### config.mk
export PLATFORM = sky130hd
export DESIGN_NAME = gamepad_report_conditioner_core
export DESIGN_NICKNAME = d
export VERILOG_FILES = /design/src/grc_pkg.sv /design/src/gamepad_report_conditioner_core.sv /design/src/grc_div.sv /design/src/grc_len.sv
export SDC_FILE = /design/constraint.sdc
export NUM_CORES = 2
export LEC_CHECK = 0
export ABC_CLOCK_PERIOD_IN_PS = 9900
export BUFFER_PORTS_ARGS = -buffer_cell sky130_fd_sc_hd__buf_2
export CORE_MARGIN = 5
export CORE_UTILIZATION = 36
export DETAILED_ROUTE_END_ITERATION = 12
export GPL_TIMING_DRIVEN = 0
export PLACE_DENSITY = 0.53
export SLEW_MARGIN = 20
export SYNTH_ARGS = -nofsm -noshare
export SYNTH_HDL_FRONTEND = slang
export SYNTH_SLANG_ARGS = --single-unit
### constraint.sdc
create_clock -name clk -period 9.9 [get_ports clk]
set_input_delay 0.99 -clock clk [delete_from_list [all_inputs] [get_ports clk]]
set_output_delay 0.99 -clock clk [all_outputs]
set_load 0.005 [all_outputs]
### src/grc_pkg.sv
// ============================================================================
// grc_pkg
// Shared types and constants for the gamepad report conditioner.
// ============================================================================
`default_nettype none

package grc_pkg;

    // Number of tracked buttons and width of the packed code word
    localparam int BTN_COUNT = 12;
    localparam int CODE_W    = 2 * BTN_COUNT;

    // Datapath word width of the serial units
    localparam int WORD_W = 64;
    localparam int DVS_W  = 33;
    localparam int CNT_W  = 7;

    // Button tracker codes
    typedef logic [1:0] btn_code_t;
    localparam btn_code_t BTN_UP   = 2'd0;
    localparam btn_code_t BTN_DOWN = 2'd1;
    localparam btn_code_t BTN_HELD = 2'd2;
    localparam btn_code_t BTN_RISE = 2'd3;

    // Mask bit that feeds each tracker; A/B and X/Y roles are swapped
    typedef logic [3:0] btn_bit_t;
    localparam btn_bit_t BTN_MAP [BTN_COUNT] = '{
        4'd13, 4'd12, 4'd14, 4'd15,
        4'd4,  4'd5,  4'd8,  4'd9,
        4'd2,  4'd3,  4'd1,  4'd0
    };

    // Top-level sequencer
    typedef enum logic [2:0] {
        ST_IDLE,
        ST_DIV1,
        ST_LEN,
        ST_DIV2,
        ST_OUT
    } seq_state_t;

    // Vector length unit phases
    typedef enum logic [1:0] {
        SQ_IDLE,
        SQ_MUL,
        SQ_ROOT
    } sq_phase_t;

    // Status from a vector length unit
    typedef struct packed {
        logic done;
        logic over;
    } pair_stat_t;

endpackage

`default_nettype wire

### src/gamepad_report_conditioner_core.sv
// ============================================================================
// gamepad_report_conditioner_core
// Stick dead zone, length clamp, button edge tracking and activity flag.
// ============================================================================
// Usage:
//   Input channel (in_valid/in_stall) carries one controller report per word.
//   Output channel (out_valid/out_stall) returns one conditioned word per
//   report. dead_zone_wr_en/dead_zone_wr_data write the dead zone register
//   (reset 13107); the user must do so only while idle (not enforced).
// Sequence:
//   Accept, then bit-serial division (four lanes at once), then serial
//   squaring and integer root (both sticks in parallel), then out_valid
//   rises. When a stick needs its length clamped, a second division runs
//   first and only that stick's axes take its quotients. A taken result
//   frees the input in the next cycle.
//   One report is in flight at a time: in_stall is high from accept until
//   the result is taken.
// Reset clears button trackers, the last packet number and the sequencer.
// A stalled result is held in place until out_stall drops.
// ============================================================================
`default_nettype none

module gamepad_report_conditioner_core
#(
    parameter int OUT_FRAC_BITS = 14
)
(
    input  wire logic               clk,
    input  wire logic               rst_n,
    input  wire logic               dead_zone_wr_en,
    input  wire logic [15:0]        dead_zone_wr_data,
    input  wire logic               in_valid,
    output logic                    in_stall,
    input  wire logic [15:0]        pressed_mask,
    input  wire logic signed [15:0] left_x,
    input  wire logic signed [15:0] left_y,
    input  wire logic signed [15:0] right_x,
    input  wire logic signed [15:0] right_y,
    input  wire logic [7:0]         left_trigger,
    input  wire logic [7:0]         right_trigger,
    input  wire logic [31:0]        packet_number,
    output logic                    out_valid,
    input  wire logic               out_stall,
    output logic signed [15:0]      move_x,
    output logic signed [15:0]      move_y,
    output logic signed [15:0]      look_x,
    output logic signed [15:0]      look_y,
    output logic [23:0]             button_codes,
    output logic                    gamepad_used
);

    localparam int F   = OUT_FRAC_BITS;
    localparam int MW  = F + 17;
    localparam int W   = grc_pkg::WORD_W;
    localparam int AXB = F + 32;
    localparam int CLB = (MW + F > W) ? W : (MW + F);
    localparam logic [15:0] DZ_RESET = 16'd13107;

    grc_pkg::seq_state_t        state_reg, state_next;
    logic                       accept;
    logic                       div_load, len_start;
    logic [3:0]                 div_done;
    logic [W-1:0]               div_q [4];
    logic [W-1:0]               div_dvd [4];
    logic [grc_pkg::DVS_W-1:0]  div_dvs [4];
    logic [grc_pkg::CNT_W-1:0]  div_n;
    logic [grc_pkg::DVS_W-1:0]  len_root [2];
    grc_pkg::pair_stat_t        len_stat [2];
    logic                       any_over;

    logic [15:0]                dead_zone_reg;
    logic [31:0]                last_packet_reg;
    grc_pkg::btn_code_t         tracker_reg [grc_pkg::BTN_COUNT];
    grc_pkg::btn_code_t         tracker_next [grc_pkg::BTN_COUNT];
    logic [grc_pkg::CODE_W-1:0] codes_reg;
    logic                       used_reg;
    logic [MW-1:0]              m_reg [4];
    logic [3:0]                 neg_reg;
    logic [1:0]                 over_reg;

    logic [15:0]                raw [4];
    logic [16:0]                mag [4];
    logic [32:0]                prod [4];
    logic [31:0]                num [4];
    logic [3:0]                 act;
    logic [16:0]                dz_span;
    logic [31:0]                dz_sub, den;
    logic                       used_now;

    assign accept = in_valid && !in_stall;

    // sequencer: next state
    always_comb
    begin
        state_next = state_reg;
        unique case (state_reg)
            grc_pkg::ST_IDLE: if (accept) state_next = grc_pkg::ST_DIV1;
            grc_pkg::ST_DIV1: if (div_done[0]) state_next = grc_pkg::ST_LEN;
            grc_pkg::ST_LEN:
                if (len_stat[0].done)
                    state_next = any_over ? grc_pkg::ST_DIV2 : grc_pkg::ST_OUT;
            grc_pkg::ST_DIV2: if (div_done[0]) state_next = grc_pkg::ST_OUT;
            grc_pkg::ST_OUT:  if (!out_stall) state_next = grc_pkg::ST_IDLE;
            default:          state_next = grc_pkg::ST_IDLE;
        endcase
    end

    // sequencer: outputs
    always_comb
    begin
        in_stall  = 1'b1;
        out_valid = 1'b0;
        div_load  = 1'b0;
        len_start = 1'b0;
        unique case (state_reg)
            grc_pkg::ST_IDLE:
            begin
                in_stall = 1'b0;
                div_load = in_valid;
            end
            grc_pkg::ST_DIV1: len_start = div_done[0];
            grc_pkg::ST_LEN:  div_load  = len_stat[0].done && any_over;
            grc_pkg::ST_OUT:  out_valid = 1'b1;
            default:          ;
        endcase
    end

    always_ff @(posedge clk or negedge rst_n)
    begin
        if (!rst_n)
            state_reg <= grc_pkg::ST_IDLE;
        else
            state_reg <= state_next;
    end

    // both length units run in lockstep
    assign any_over = len_stat[0].over || len_stat[1].over;

    // dead zone constants: d*32767 and 32767*(65536-d)
    always_comb
    begin
        dz_span = 17'h10000 - {1'b0, dead_zone_reg};
        dz_sub  = {1'b0, dead_zone_reg, 15'd0} - 32'(dead_zone_reg);
        den     = {dz_span[16:0], 15'd0} - 32'(dz_span);
    end

    // per-axis magnitude and dead zone removal
    assign raw[0] = left_x;
    assign raw[1] = left_y;
    assign raw[2] = right_x;
    assign raw[3] = right_y;

    always_comb
    begin
        for (int i = 0; i < 4; i++)
        begin
            mag[i]  = raw[i][15] ? (17'h10000 - {1'b0, raw[i]}) : {1'b0, raw[i]};
            prod[i] = {mag[i], 16'd0};
            num[i]  = (prod[i] > {1'b0, dz_sub}) ? 32'(prod[i] - {1'b0, dz_sub}) : '0;
            act[i]  = (num[i] != '0);
        end
    end

    // divider operands: axis scaling, or length clamp
    always_comb
    begin
        for (int i = 0; i < 4; i++)
        begin
            if (state_reg == grc_pkg::ST_IDLE)
            begin
                div_dvd[i] = ((W'(num[i]) << F) + W'(den >> 1)) << (W - AXB);
                div_dvs[i] = grc_pkg::DVS_W'(den);
            end
            else
            begin
                div_dvd[i] = (W'(m_reg[i]) << F) << (W - CLB);
                div_dvs[i] = len_root[i / 2];
            end
        end
        div_n = (state_reg == grc_pkg::ST_IDLE) ? grc_pkg::CNT_W'(AXB)
                                                 : grc_pkg::CNT_W'(CLB);
    end

    // four divider lanes
    for (genvar g = 0; g < 4; g++)
    begin : g_div
        grc_div u_div
        (
            .clk      (clk),
            .rst_n    (rst_n),
            .load     (div_load),
            .n_bits   (div_n),
            .dividend (div_dvd[g]),
            .divisor  (div_dvs[g]),
            .quotient (div_q[g]),
            .done     (div_done[g])
        );
    end

    // one length unit per stick
    for (genvar p = 0; p < 2; p++)
    begin : g_len
        grc_len #(.OUT_FRAC_BITS(OUT_FRAC_BITS)) u_len
        (
            .clk   (clk),
            .rst_n (rst_n),
            .start (len_start),
            .x     (div_q[2*p][MW-1:0]),
            .y     (div_q[2*p+1][MW-1:0]),
            .root  (len_root[p]),
            .stat  (len_stat[p])
        );
    end

    // button trackers
    always_comb
    begin
        for (int i = 0; i < grc_pkg::BTN_COUNT; i++)
        begin
            if (tracker_reg[i] == grc_pkg::BTN_UP || tracker_reg[i] == grc_pkg::BTN_RISE)
                tracker_next[i] = pressed_mask[grc_pkg::BTN_MAP[i]] ? grc_pkg::BTN_DOWN
                                                                     : grc_pkg::BTN_UP;
            else
                tracker_next[i] = pressed_mask[grc_pkg::BTN_MAP[i]] ? grc_pkg::BTN_HELD
                                                                     : grc_pkg::BTN_RISE;
        end
    end

    assign used_now = (pressed_mask != '0) || (left_trigger != '0) || (right_trigger != '0)
                      || (act != '0) || (packet_number != last_packet_reg);

    // register, trackers and packet history
    always_ff @(posedge clk or negedge rst_n)
    begin
        if (!rst_n)
        begin
            dead_zone_reg   <= DZ_RESET;
            last_packet_reg <= '0;
            for (int i = 0; i < grc_pkg::BTN_COUNT; i++)
                tracker_reg[i] <= grc_pkg::BTN_UP;
        end
        else
        begin
            if (dead_zone_wr_en)
                dead_zone_reg <= dead_zone_wr_data;
            if (accept)
            begin
                last_packet_reg <= packet_number;
                for (int i = 0; i < grc_pkg::BTN_COUNT; i++)
                    tracker_reg[i] <= tracker_next[i];
            end
        end
    end

    // result payload
    always_ff @(posedge clk)
    begin
        if (accept)
        begin
            used_reg <= used_now;
            for (int i = 0; i < 4; i++)
                neg_reg[i] <= raw[i][15];
            for (int i = 0; i < grc_pkg::BTN_COUNT; i++)
                codes_reg[2*i +: 2] <= tracker_next[i];
        end
        if (state_reg == grc_pkg::ST_DIV1 && div_done[0])
        begin
            for (int i = 0; i < 4; i++)
                m_reg[i] <= div_q[i][MW-1:0];
        end
        if (state_reg == grc_pkg::ST_LEN && len_stat[0].done)
        begin
            over_reg[0] <= len_stat[0].over;
            over_reg[1] <= len_stat[1].over;
        end
        if (state_reg == grc_pkg::ST_DIV2 && div_done[0])
        begin
            for (int i = 0; i < 4; i++)
                if (over_reg[i / 2])
                    m_reg[i] <= div_q[i][MW-1:0];
        end
    end

    // sign restore, low 16 bits
    assign move_x = neg_reg[0] ? (16'd0 - m_reg[0][15:0]) : m_reg[0][15:0];
    assign move_y = neg_reg[1] ? (16'd0 - m_reg[1][15:0]) : m_reg[1][15:0];
    assign look_x = neg_reg[2] ? (16'd0 - m_reg[2][15:0]) : m_reg[2][15:0];
    assign look_y = neg_reg[3] ? (16'd0 - m_reg[3][15:0]) : m_reg[3][15:0];
    assign button_codes = codes_reg;
    assign gamepad_used = used_reg;

    // checks
    a_accept_starts_div: assert property (@(posedge clk) disable iff (!rst_n)
        accept |=> (state_reg == grc_pkg::ST_DIV1) && !out_valid)
        else $error("accepted word did not start division");

    a_taken_clears: assert property (@(posedge clk) disable iff (!rst_n)
        out_valid && !out_stall |=> !out_valid && !in_stall)
        else $error("result taken but block not idle");

    a_div_done_phase: assert property (@(posedge clk) disable iff (!rst_n)
        div_done[0] |-> (state_reg == grc_pkg::ST_DIV1 || state_reg == grc_pkg::ST_DIV2))
        else $error("divider finished outside a divide phase");

    a_len_lockstep: assert property (@(posedge clk) disable iff (!rst_n)
        len_stat[0].done == len_stat[1].done)
        else $error("length units out of step");

    a_len_phase: assert property (@(posedge clk) disable iff (!rst_n)
        len_stat[0].done |-> state_reg == grc_pkg::ST_LEN)
        else $error("length unit finished outside its phase");

endmodule

`default_nettype wire

### src/grc_div.sv
// ============================================================================
// grc_div
// Bit-serial restoring divider: one quotient bit per cycle, MSB first.
// ============================================================================
`default_nettype none

module grc_div
(
    input  wire logic                        clk,
    input  wire logic                        rst_n,
    input  wire logic                        load,
    input  wire logic [grc_pkg::CNT_W-1:0]   n_bits,
    input  wire logic [grc_pkg::WORD_W-1:0]  dividend,
    input  wire logic [grc_pkg::DVS_W-1:0]   divisor,
    output logic      [grc_pkg::WORD_W-1:0]  quotient,
    output logic                             done
);

    localparam int RW = grc_pkg::DVS_W + 1;

    logic                        busy_reg, busy_next;
    logic                        done_reg, done_next;
    logic [grc_pkg::CNT_W-1:0]   cnt_reg, cnt_next;
    logic [grc_pkg::WORD_W-1:0]  dvd_reg, dvd_next;
    logic [grc_pkg::WORD_W-1:0]  q_reg, q_next;
    logic [RW-1:0]               rem_reg, rem_next;
    logic [grc_pkg::DVS_W-1:0]   dvs_reg, dvs_next;
    logic [RW-1:0]               trial;
    logic                        fits;

    // one restoring step
    always_comb
    begin
        trial = {rem_reg[RW-2:0], dvd_reg[grc_pkg::WORD_W-1]};
        fits  = (trial >= {1'b0, dvs_reg});
    end

    always_comb
    begin
        busy_next = busy_reg;
        done_next = 1'b0;
        cnt_next  = cnt_reg;
        dvd_next  = dvd_reg;
        q_next    = q_reg;
        rem_next  = rem_reg;
        dvs_next  = dvs_reg;
        if (load)
        begin
            busy_next = 1'b1;
            cnt_next  = n_bits;
            dvd_next  = dividend;
            q_next    = '0;
            rem_next  = '0;
            dvs_next  = divisor;
        end
        else if (busy_reg)
        begin
            dvd_next = {dvd_reg[grc_pkg::WORD_W-2:0], 1'b0};
            q_next   = {q_reg[grc_pkg::WORD_W-2:0], fits};
            rem_next = fits ? (trial - {1'b0, dvs_reg}) : trial;
            cnt_next = cnt_reg - 1'b1;
            if (cnt_reg == grc_pkg::CNT_W'(1))
            begin
                busy_next = 1'b0;
                done_next = 1'b1;
            end
        end
    end

    // control state
    always_ff @(posedge clk or negedge rst_n)
    begin
        if (!rst_n)
        begin
            busy_reg <= 1'b0;
            done_reg <= 1'b0;
            cnt_reg  <= '0;
        end
        else
        begin
            busy_reg <= busy_next;
            done_reg <= done_next;
            cnt_reg  <= cnt_next;
        end
    end

    // datapath
    always_ff @(posedge clk)
    begin
        dvd_reg <= dvd_next;
        q_reg   <= q_next;
        rem_reg <= rem_next;
        dvs_reg <= dvs_next;
    end

    assign quotient = q_reg;
    assign done     = done_reg;

endmodule

`default_nettype wire

### src/grc_len.sv
// ============================================================================
// grc_len
// Stick vector length: serial sum of squares, then bit-pair integer root.
// ============================================================================
`default_nettype none

module grc_len
#(
    parameter int OUT_FRAC_BITS = 14
)
(
    input  wire logic                          clk,
    input  wire logic                          rst_n,
    input  wire logic                          start,
    input  wire logic [OUT_FRAC_BITS+16:0]     x,
    input  wire logic [OUT_FRAC_BITS+16:0]     y,
    output logic      [grc_pkg::DVS_W-1:0]     root,
    output grc_pkg::pair_stat_t                stat
);

    localparam int MW = OUT_FRAC_BITS + 17;
    localparam int W  = grc_pkg::WORD_W;
    localparam logic [W-1:0] ONE_SQ    = W'(1) << (2 * OUT_FRAC_BITS);
    localparam logic [W-1:0] ROOT_BIT0 = W'(1) << (W - 2);
    localparam int ROOT_STEPS = W / 2;

    grc_pkg::sq_phase_t          phase_reg, phase_next;
    logic [grc_pkg::CNT_W-1:0]   cnt_reg;
    logic                        done_reg, over_reg;
    logic [W-1:0]                xs_reg, ys_reg, acc_reg, res_reg, bit_reg;
    logic [MW-1:0]               xb_reg, yb_reg;
    logic [W-1:0]                trial;
    logic                        last_step, mul_on, root_on;

    assign last_step = (cnt_reg == grc_pkg::CNT_W'(1));
    assign trial     = res_reg + bit_reg;

    // next phase
    always_comb
    begin
        phase_next = phase_reg;
        unique case (phase_reg)
            grc_pkg::SQ_IDLE: if (start) phase_next = grc_pkg::SQ_MUL;
            grc_pkg::SQ_MUL:  if (last_step) phase_next = grc_pkg::SQ_ROOT;
            grc_pkg::SQ_ROOT: if (last_step) phase_next = grc_pkg::SQ_IDLE;
            default:          phase_next = grc_pkg::SQ_IDLE;
        endcase
    end

    // phase decodes
    always_comb
    begin
        mul_on  = 1'b0;
        root_on = 1'b0;
        unique case (phase_reg)
            grc_pkg::SQ_MUL:  mul_on  = 1'b1;
            grc_pkg::SQ_ROOT: root_on = 1'b1;
            default:          ;
        endcase
    end

    // control state
    always_ff @(posedge clk or negedge rst_n)
    begin
        if (!rst_n)
        begin
            phase_reg <= grc_pkg::SQ_IDLE;
            cnt_reg   <= '0;
            done_reg  <= 1'b0;
        end
        else
        begin
            phase_reg <= phase_next;
            done_reg  <= root_on && last_step;
            if (phase_reg == grc_pkg::SQ_IDLE && start)
                cnt_reg <= grc_pkg::CNT_W'(MW);
            else if (mul_on && last_step)
                cnt_reg <= grc_pkg::CNT_W'(ROOT_STEPS);
            else if (mul_on || root_on)
                cnt_reg <= cnt_reg - 1'b1;
        end
    end

    // square-sum and root datapath, wraps at 64 bits
    always_ff @(posedge clk)
    begin
        if (phase_reg == grc_pkg::SQ_IDLE && start)
        begin
            xs_reg  <= W'(x);
            ys_reg  <= W'(y);
            xb_reg  <= x;
            yb_reg  <= y;
            acc_reg <= '0;
        end
        else if (mul_on)
        begin
            acc_reg <= acc_reg + (xb_reg[0] ? xs_reg : '0) + (yb_reg[0] ? ys_reg : '0);
            xs_reg  <= {xs_reg[W-2:0], 1'b0};
            ys_reg  <= {ys_reg[W-2:0], 1'b0};
            xb_reg  <= xb_reg >> 1;
            yb_reg  <= yb_reg >> 1;
            res_reg <= '0;
            bit_reg <= ROOT_BIT0;
        end
        else if (root_on)
        begin
            // first root cycle still sees the full sum
            if (cnt_reg == grc_pkg::CNT_W'(ROOT_STEPS))
                over_reg <= (acc_reg > ONE_SQ);
            if (acc_reg >= trial)
            begin
                acc_reg <= acc_reg - trial;
                res_reg <= (res_reg >> 1) + bit_reg;
            end
            else
            begin
                res_reg <= res_reg >> 1;
            end
            bit_reg <= bit_reg >> 2;
        end
    end

    assign root      = res_reg[grc_pkg::DVS_W-1:0];
    assign stat.done = done_reg;
    assign stat.over = over_reg;

endmodule

`default_nettype wire
**After elaboration in Yosys (flattened, before gate mapping)**

Memory sizes are Yosys's and may differ from the RTL's.
Cells that the tools add are included.
W data, S select, Z words.

- Bits in registers: 1438
- Bits in writable memories: 124
- Memories kept: 1
- Word-level logic and storage cells: 404

Memories:

| memory | words | width | read ports | clocked after Yosys merged registers in | write ports | RTL line | RTL |
|---|---|---|---|---|---|---|---|
| m_reg | 4 | 31 | 4 | 0 | 4 | gamepad_report_conditioner_core.sv:77 | `logic [MW-1:0] m_reg [4];` |

- Bitwise operators: 8
- Add/sub/neg operators: 39
- Order comparisons: 12
- Equality and inequality tests: 40
- Multiplexer cells: 162
- Reduce and logical (&&, ||, !) cells: 73

Operators by type and width:

| cell | number |
|---|---|
| $mux W64 | 26 |
| $mux W31 | 20 |
| $add A64 B64 Y64 | 4 |
| $mux W32 | 6 |
| $add A46 B31 Y46 | 4 |
| $ge A34 B33 Y1 | 4 |
| $gt A33 B32 Y1 | 4 |
| $mux W33 | 4 |
| $sub A33 B33 Y33 | 4 |
| $add A63 B63 Y64 | 2 |
| $add A64 B63 Y64 | 2 |
| $ge A64 B64 Y1 | 2 |
| $gt A64 B29 Y1 const B | 2 |
| $reduce_bool A32 Y1 | 4 |
| $sub A32 B32 Y32 | 4 |
| $sub A64 B64 Y64 | 2 |
| $mux W63 | 2 |
| $mux W7 | 14 |
| $sub A17 B16 Y17 const A | 5 |
| $mux W17 | 4 |
| $mux W16 | 4 |
| $sub A1 B16 Y16 const A | 4 |
| $mux W1 | 54 |
| $eq A7 B1 Y1 const B | 6 |
| 32 further kinds | 147 |

**Longest topological paths before layout**

- Depth in word-level cells: 8
- Depth in mapped cells: 37
- Mapped depth without buffers: 34

**Cells and area by module**

From an unflattened synthesis, not the netlist that was laid out.

- Cell total of the unflattened synthesis: 13124
- Area total of the unflattened synthesis: 119722.3 µm²

By module, submodules not included:

| module | cells an instance | area an instance (µm²) | instances |
|---|---|---|---|
| grc_div | 911 | 9813.2 | 4 |
| grc_len (g_len[1].u_len) | 3376 | 29021.6 | 1 |
| grc_len (g_len[0].u_len) | 3382 | 28846.4 | 1 |
| gamepad_report_conditioner_core | 2722 | 22601.7 | 1 |

**Least setup slack after synthesis**

OpenSTA, ideal clock, no wires.

- Path kind: reg-to-reg
- Start: register dead_zone_reg[0]
- End: register g_div[2].u_div.dvd_reg[60] (netlist bit), data pin
- Buffers on the path: 2
- Required time: 9.636 ns
- Arrival: 7.960 ns
- Path slack: 1.675 ns
- Stages on the path, launching flop included: 37
- Setup time: 0.264 ns
- Period minus slack after synthesis: 8.225 ns
- Cell sequence: dfstp_2 -> buf_2 -> inv_1 -> ha_1 -> nor3b_2 -> and4_1 -> nand2b_1 -> nor4_1 -> nand2_1 -> xor2_1 -> ha_1 -> a21o_1 -> a21oi_1 -> o21bai_1 -> a21o_1 -> a21o_1 -> or2_2 -> o211ai_1 -> a21o_1 -> clkbuf_1 -> nor2_1 -> ha_1 -> fa_1 -> a21o_1 -> a21oi_1 -> o21ai_0 -> a31oi_1 -> o21bai_1 -> a21oi_1 -> o21bai_1 -> a21oi_1 -> nor3_1 -> a2111oi_0 -> nor2_1 -> nand3b_1 -> xnor2_1 -> o21ai_0

- Cells in the longest elaborated chain, start to end: 6
- Elaborated cells between the ends (all ways): 9

RTL lines:

| item | RTL line | RTL |
|---|---|---|
| start: declaration | gamepad_report_conditioner_core.sv:71 | `logic [15:0] dead_zone_reg;` |
| start signal: assignment | gamepad_report_conditioner_core.sv:245 | `dead_zone_reg <= dead_zone_wr_data;` |
| $sub A31 B16 Y32 | gamepad_report_conditioner_core.sv:143 | `dz_sub = {1'b0, dead_zone_reg, 15'd0} - 32'(dead_zone_reg);` |
| $sub A32 B32 Y32 / $gt A33 B32 Y1 (equally long branches) | gamepad_report_conditioner_core.sv:159 | `num[i] = (prod[i] > {1'b0, dz_sub}) ? 32'(prod[i] - {1'b0, dz_sub}) : '0;` |
| $mux W32 | gamepad_report_conditioner_core.sv:159 |  |
| $add A46 B31 Y46 (*) | gamepad_report_conditioner_core.sv:171 | `div_dvd[i] = ((W'(num[i]) << F) + W'(den >> 1)) << (W - AXB);` |
| $mux W64 (*) | gamepad_report_conditioner_core.sv:169 | `if (state_reg == grc_pkg::ST_IDLE)` |
| $mux W64 (*) | grc_div.sv:47 | `if (load)` |
| via g_div[2].u_div.dvd_next (one bit) | grc_div.sv:24 | `logic [grc_pkg::WORD_W-1:0] dvd_reg, dvd_next;` |
| end signal: assignment | grc_div.sv:90 | `dvd_reg <= dvd_next;` |
| end: declaration | grc_div.sv:24 |  |

Mark *: on every way through the listed nets, which the timed path passes. The rest lies on a longest branch.
A chain may end at the register's enable or synchronous reset.

**Final worst setup path**

- Start: register dead_zone_reg[0]
- End: register g_div[0].u_div.dvd_reg[58] (netlist bit), data pin

- Cells in the longest elaborated chain, start to end: 6
- Elaborated cells between the ends (all ways): 9

RTL lines:

| item | RTL line |
|---|---|
| $sub A31 B16 Y32 | gamepad_report_conditioner_core.sv:143 |
| $sub A32 B32 Y32 / $gt A33 B32 Y1 (equally long branches) | gamepad_report_conditioner_core.sv:159 |
| $mux W32 | gamepad_report_conditioner_core.sv:159 |
| $add A46 B31 Y46 (*) | gamepad_report_conditioner_core.sv:171 |
| $mux W64 (*) | gamepad_report_conditioner_core.sv:169 |
| $mux W64 (*) | grc_div.sv:47 |
| via g_div[0].u_div.dvd_next (one bit) | grc_div.sv:24 |
| end signal: assignment | grc_div.sv:90 |
| end: declaration | grc_div.sv:24 |

Marked as above.

==> results.rst <==
.. list-table::
   :header-rows: 1

   * - Metric
     - Value
   * - Number of routed nets with antenna violations
     - 0
   * - Cell Rows
     - 196
   * - Vias
     - 89491
   * - Clock-pin slew on the worst setup and hold paths
     - 0.06 ns
   * - Synthesized area
     - 0.103 mm^2
   * - Number of primary I/O pins
     - 240
   * - Share of the clock period used by the worst path after layout
     - 0.956
   * - Routed wire per std cell
     - 23.2 um
   * - Setup TNS
     - 0 ns
   * - Via count of the first global-routing pass
     - 85722
   * - Compound-gate portion of the synthesized area
     - 0.177
   * - Total length of routed wires
     - 374000 um
   * - Critical Path Sink Type
     - flop
   * - Final GP Congestion
     - 0.963
   * - Number of H-tree levels
     - 4
   * - Die Area
     - 0.297 mm^2
   * - Average size of a mapped cell
     - 8.84 um^2
   * - Number of flip-flops under the largest register name
     - 184
   * - Number of enable-type register cells in the synthesized netlist
     - 847
   * - Placeable core region
     - 0.285 mm^2
   * - Slew Limit Fails
     - 0
   * - Class of the tightest hold or removal check
     - in -> reg
   * - CTS max path bufs
     - 4
   * - Cell area power density
     - 133 mW/mm^2
   * - Vias per cell
     - 5.57
   * - Placed Cells
     - 15712
   * - Global-route usage over all layers
     - 0.240
   * - Count of input and output buffers
     - 238
   * - Number of antenna violations at the first check in global routing
     - 33
   * - Adder-Cell Fraction of Synth Area
     - 0.108
   * - Highest net fanout along the worst path
     - 11
   * - Data required time at the worst endpoint
     - 10.52 ns
   * - Starting density of the core
     - 0.362
   * - LEAKAGE
     - 0.0479 uW
   * - Setup Crit Path Kind
     - reg -> reg
   * - Setup clock skew after layout
     - 0.124 ns
   * - CTS tree
     - yes
   * - Final Non-Filler Cells
     - 16074
   * - Shortest clock period the worst path allows after layout
     - 9.46 ns
   * - Primary flip-flop cell chosen by synthesis mapping
     - sky130_fd_sc_hd__edfxtp_1
   * - Layout-stage area growth over the synthesis result
     - 12.8%
   * - Cell type with the highest aggregate area in the netlist
     - sky130_fd_sc_hd__edfxtp_1
   * - Top area cells in the synthesized netlist
     - sky130_fd_sc_hd__edfxtp_1 25%, sky130_fd_sc_hd__dfxtp_1 10%, sky130_fd_sc_hd__ha_1 8.2%
   * - Highest achievable clock rate
     - 106 MHz
   * - Yosys warning count
     - 0
   * - Register area share after synthesis
     - 0.378
   * - Max stage delay on crit path
     - 0.72 ns
   * - Setup-violating endpoint count in the final report
     - 0
   * - Syn nets
     - 12635
   * - Setup Slack @ Placement
     - -1.02 ns
   * - Unrepaired setup endpoints after global routing
     - no
   * - Pin count of the biggest net entering global routing
     - 70
   * - Combinational family with the most area after synthesis
     - simple AND/OR/NAND/NOR gates
   * - Xor and xnor area share after synthesis
     - 0.0840
   * - # Max-Cap Violations
     - 0
   * - Post-layout net count
     - 13091
   * - First drt pass iteration count
     - 9
   * - Asr flop ratio synth
     - 0.0852
   * - Top library cells by usage in the layout, fill and taps aside
     - 1700 x sky130_fd_sc_hd__nand2_1, 1134 x sky130_fd_sc_hd__nor2_1, 847 x sky130_fd_sc_hd__edfxtp_1
   * - Number of register bits inferred by synthesis
     - 1490
   * - Multiplexer share of the synthesized area
     - 0.0335
   * - Fraction of layout instances using a drive strength above 1
     - 0.0669
   * - Post-DP HPWL
     - 296000 um
   * - Number of sinks on the clock net
     - 1490
   * - Slowest-stage cell, CP
     - sky130_fd_sc_hd__a2111oi_1
   * - Commonest non-fill, non-tap cell in the layout
     - sky130_fd_sc_hd__nand2_1
   * - Y dimension of the die
     - 545 um
   * - Number of distinct library cells after synthesis
     - 111
   * - CTS Root Cell
     - sky130_fd_sc_hd__clkbuf_16
   * - Count of endpoints failing hold in the final timing report
     - 0
   * - Post-synthesis instance total
     - 11675
   * - Worst Setup Start Kind
     - flop
   * - Final Worst Setup Slack
     - 0.440 ns
   * - Post-route DRC
     - 0
   * - Transition time of the tightest slew-check pin
     - 1.16 ns
   * - Worst VDD drop
     - 0.149 mV
   * - Worst-Skew Late Latency
     - 0.92 ns
   * - Arrival time of data at the critical path endpoint
     - 10.08 ns
   * - Run status
     - finished, final reports clean
   * - Total clock buffers created by CTS
     - 180
   * - Area share of the largest cell type after synthesis
     - 0.247
   * - Die W
     - 545 um
   * - First-pass GRT wire length
     - 550000 um
   * - Gr ovfl total
     - 0
   * - Synthesized-area fraction occupied by and/or/nand/nor cells
     - 0.177
   * - Relative slew slack
     - 0.225
   * - Drt first-iter violations
     - 8198
   * - Power Total
     - 15500 uW
   * - Number of fill cells
     - 28540
## metrics by stage
step                cell area, um^2  hold slack (ns)  utilization
floorplan                    103000            0.421            -
global placement             109000            0.474        0.382
detailed placement           110000            0.475        0.386
CTS                          116000            0.229        0.408
global route                 116000            0.272        0.408
finish                       116000            0.307        0.408
## area by class of cell
class                      count  area, um^2  area share
multi-input combinational   9020       60300       0.518
sequential                  1490       39000       0.335
antenna                       31        77.6    0.000666
tap                         3762        4710      0.0404
clock buffer                 241        4980      0.0428
buffer                       485        1910      0.0164
inverter                     678        2540      0.0219
clock inverter                91        1080     0.00928
timing repair buffer         276        1900      0.0163
## Yosys cell counts, types with 158 or more instances
cell type                  instances
sky130_fd_sc_hd__inv_1           675
sky130_fd_sc_hd__o21ai_0         618
sky130_fd_sc_hd__dfxtp_1         516
sky130_fd_sc_hd__xnor2_1         564
sky130_fd_sc_hd__edfxtp_1        847
sky130_fd_sc_hd__xor2_1          403
sky130_fd_sc_hd__a21o_1          297
sky130_fd_sc_hd__nor3_1          166
sky130_fd_sc_hd__a21oi_1         697
sky130_fd_sc_hd__mux2i_1         317
sky130_fd_sc_hd__a211oi_1        277
sky130_fd_sc_hd__nor2_1         1134
sky130_fd_sc_hd__nand3_1         158
sky130_fd_sc_hd__nand2_1        1703
sky130_fd_sc_hd__ha_1            673
sky130_fd_sc_hd__clkbuf_1        436
sky130_fd_sc_hd__nor2b_1         182
## repair_timing
item | in CTS | in global routing
endpoints found under the setup margin | 50 | 120
resized for setup | 10 | 23
pin swaps | 0 | 0
hold buffers | 1 | 0
buffers inserted | 0 | 0
endpoints found under the hold margin | 7 | 0
## path summary, 6_finish.rpt
kind | from | endpoint | slack [ns] | depth (start not counted)
setup / recovery | dead_zone_reg[0]$_DFFE_PN1P_ | g_div[0].u_div.dvd_reg[58]$_DFFE_PP_ | 0.44 | 32
hold / removal | dead_zone_wr_data[8] | dead_zone_reg[8]$_DFFE_PN1P_ | 0.31 | 2
setup reg to reg | dead_zone_reg[0]$_DFFE_PN1P_ | g_div[0].u_div.dvd_reg[58]$_DFFE_PP_ | 0.44 | 32
hold reg to reg | g_len[1].u_len.xb_reg[20]$_DFFE_PN_ | g_len[1].u_len.xb_reg[19]$_DFFE_PN_ | 0.47 | 2
max in group asynchronous | rst_n | g_len[1].u_len.cnt_reg[0]$_DFFE_PN0P_ | 8.36 | 3
min in group asynchronous | rst_n | tracker_reg[15]$_DFFE_PN0P_ | 0.63 | 2
## metal layers
metal / vias up / wire (um) / track usage
met5: - / 43 / 0
met4: 6 / 17000 / 0.0966
met3: 614 / 24800 / 0.0381
met2: 3098 / 167000 / 0.384
met1: 43403 / 165000 / 0.323
li1: 42370 / - / -
## logic make-up (layout without fill, tap and decap cells)
kind of cell,Yosys count,after routing
simple gates,4048,4048
compound gates,2841,2841
flops,1490,1490
buf+inv,1165,1771
xor+xnor,977,977
fa+ha+maj,812,812
mux,342,342
other cells,0,31
## critical path: cells and delay by family (launching register included)
kind	cells	cell delay [ns]
flops	1	0.60
fa+ha+maj	3	1.10
compound gates	7	2.12
buf+inv	5	1.64
xor+xnor	2	0.65
simple gates	15	3.03
## report_power, final
| part | internal (uW) | switching [uW] | total (uW) |
|---|---|---|---|
| Clock | 4010 | 2930 | 6930 |
| Combinational | 688 | 1350 | 2040 |
| Sequential | 6490 | 11.4 | 6500 |
Note: power is estimated with default switching activity, not from simulation.
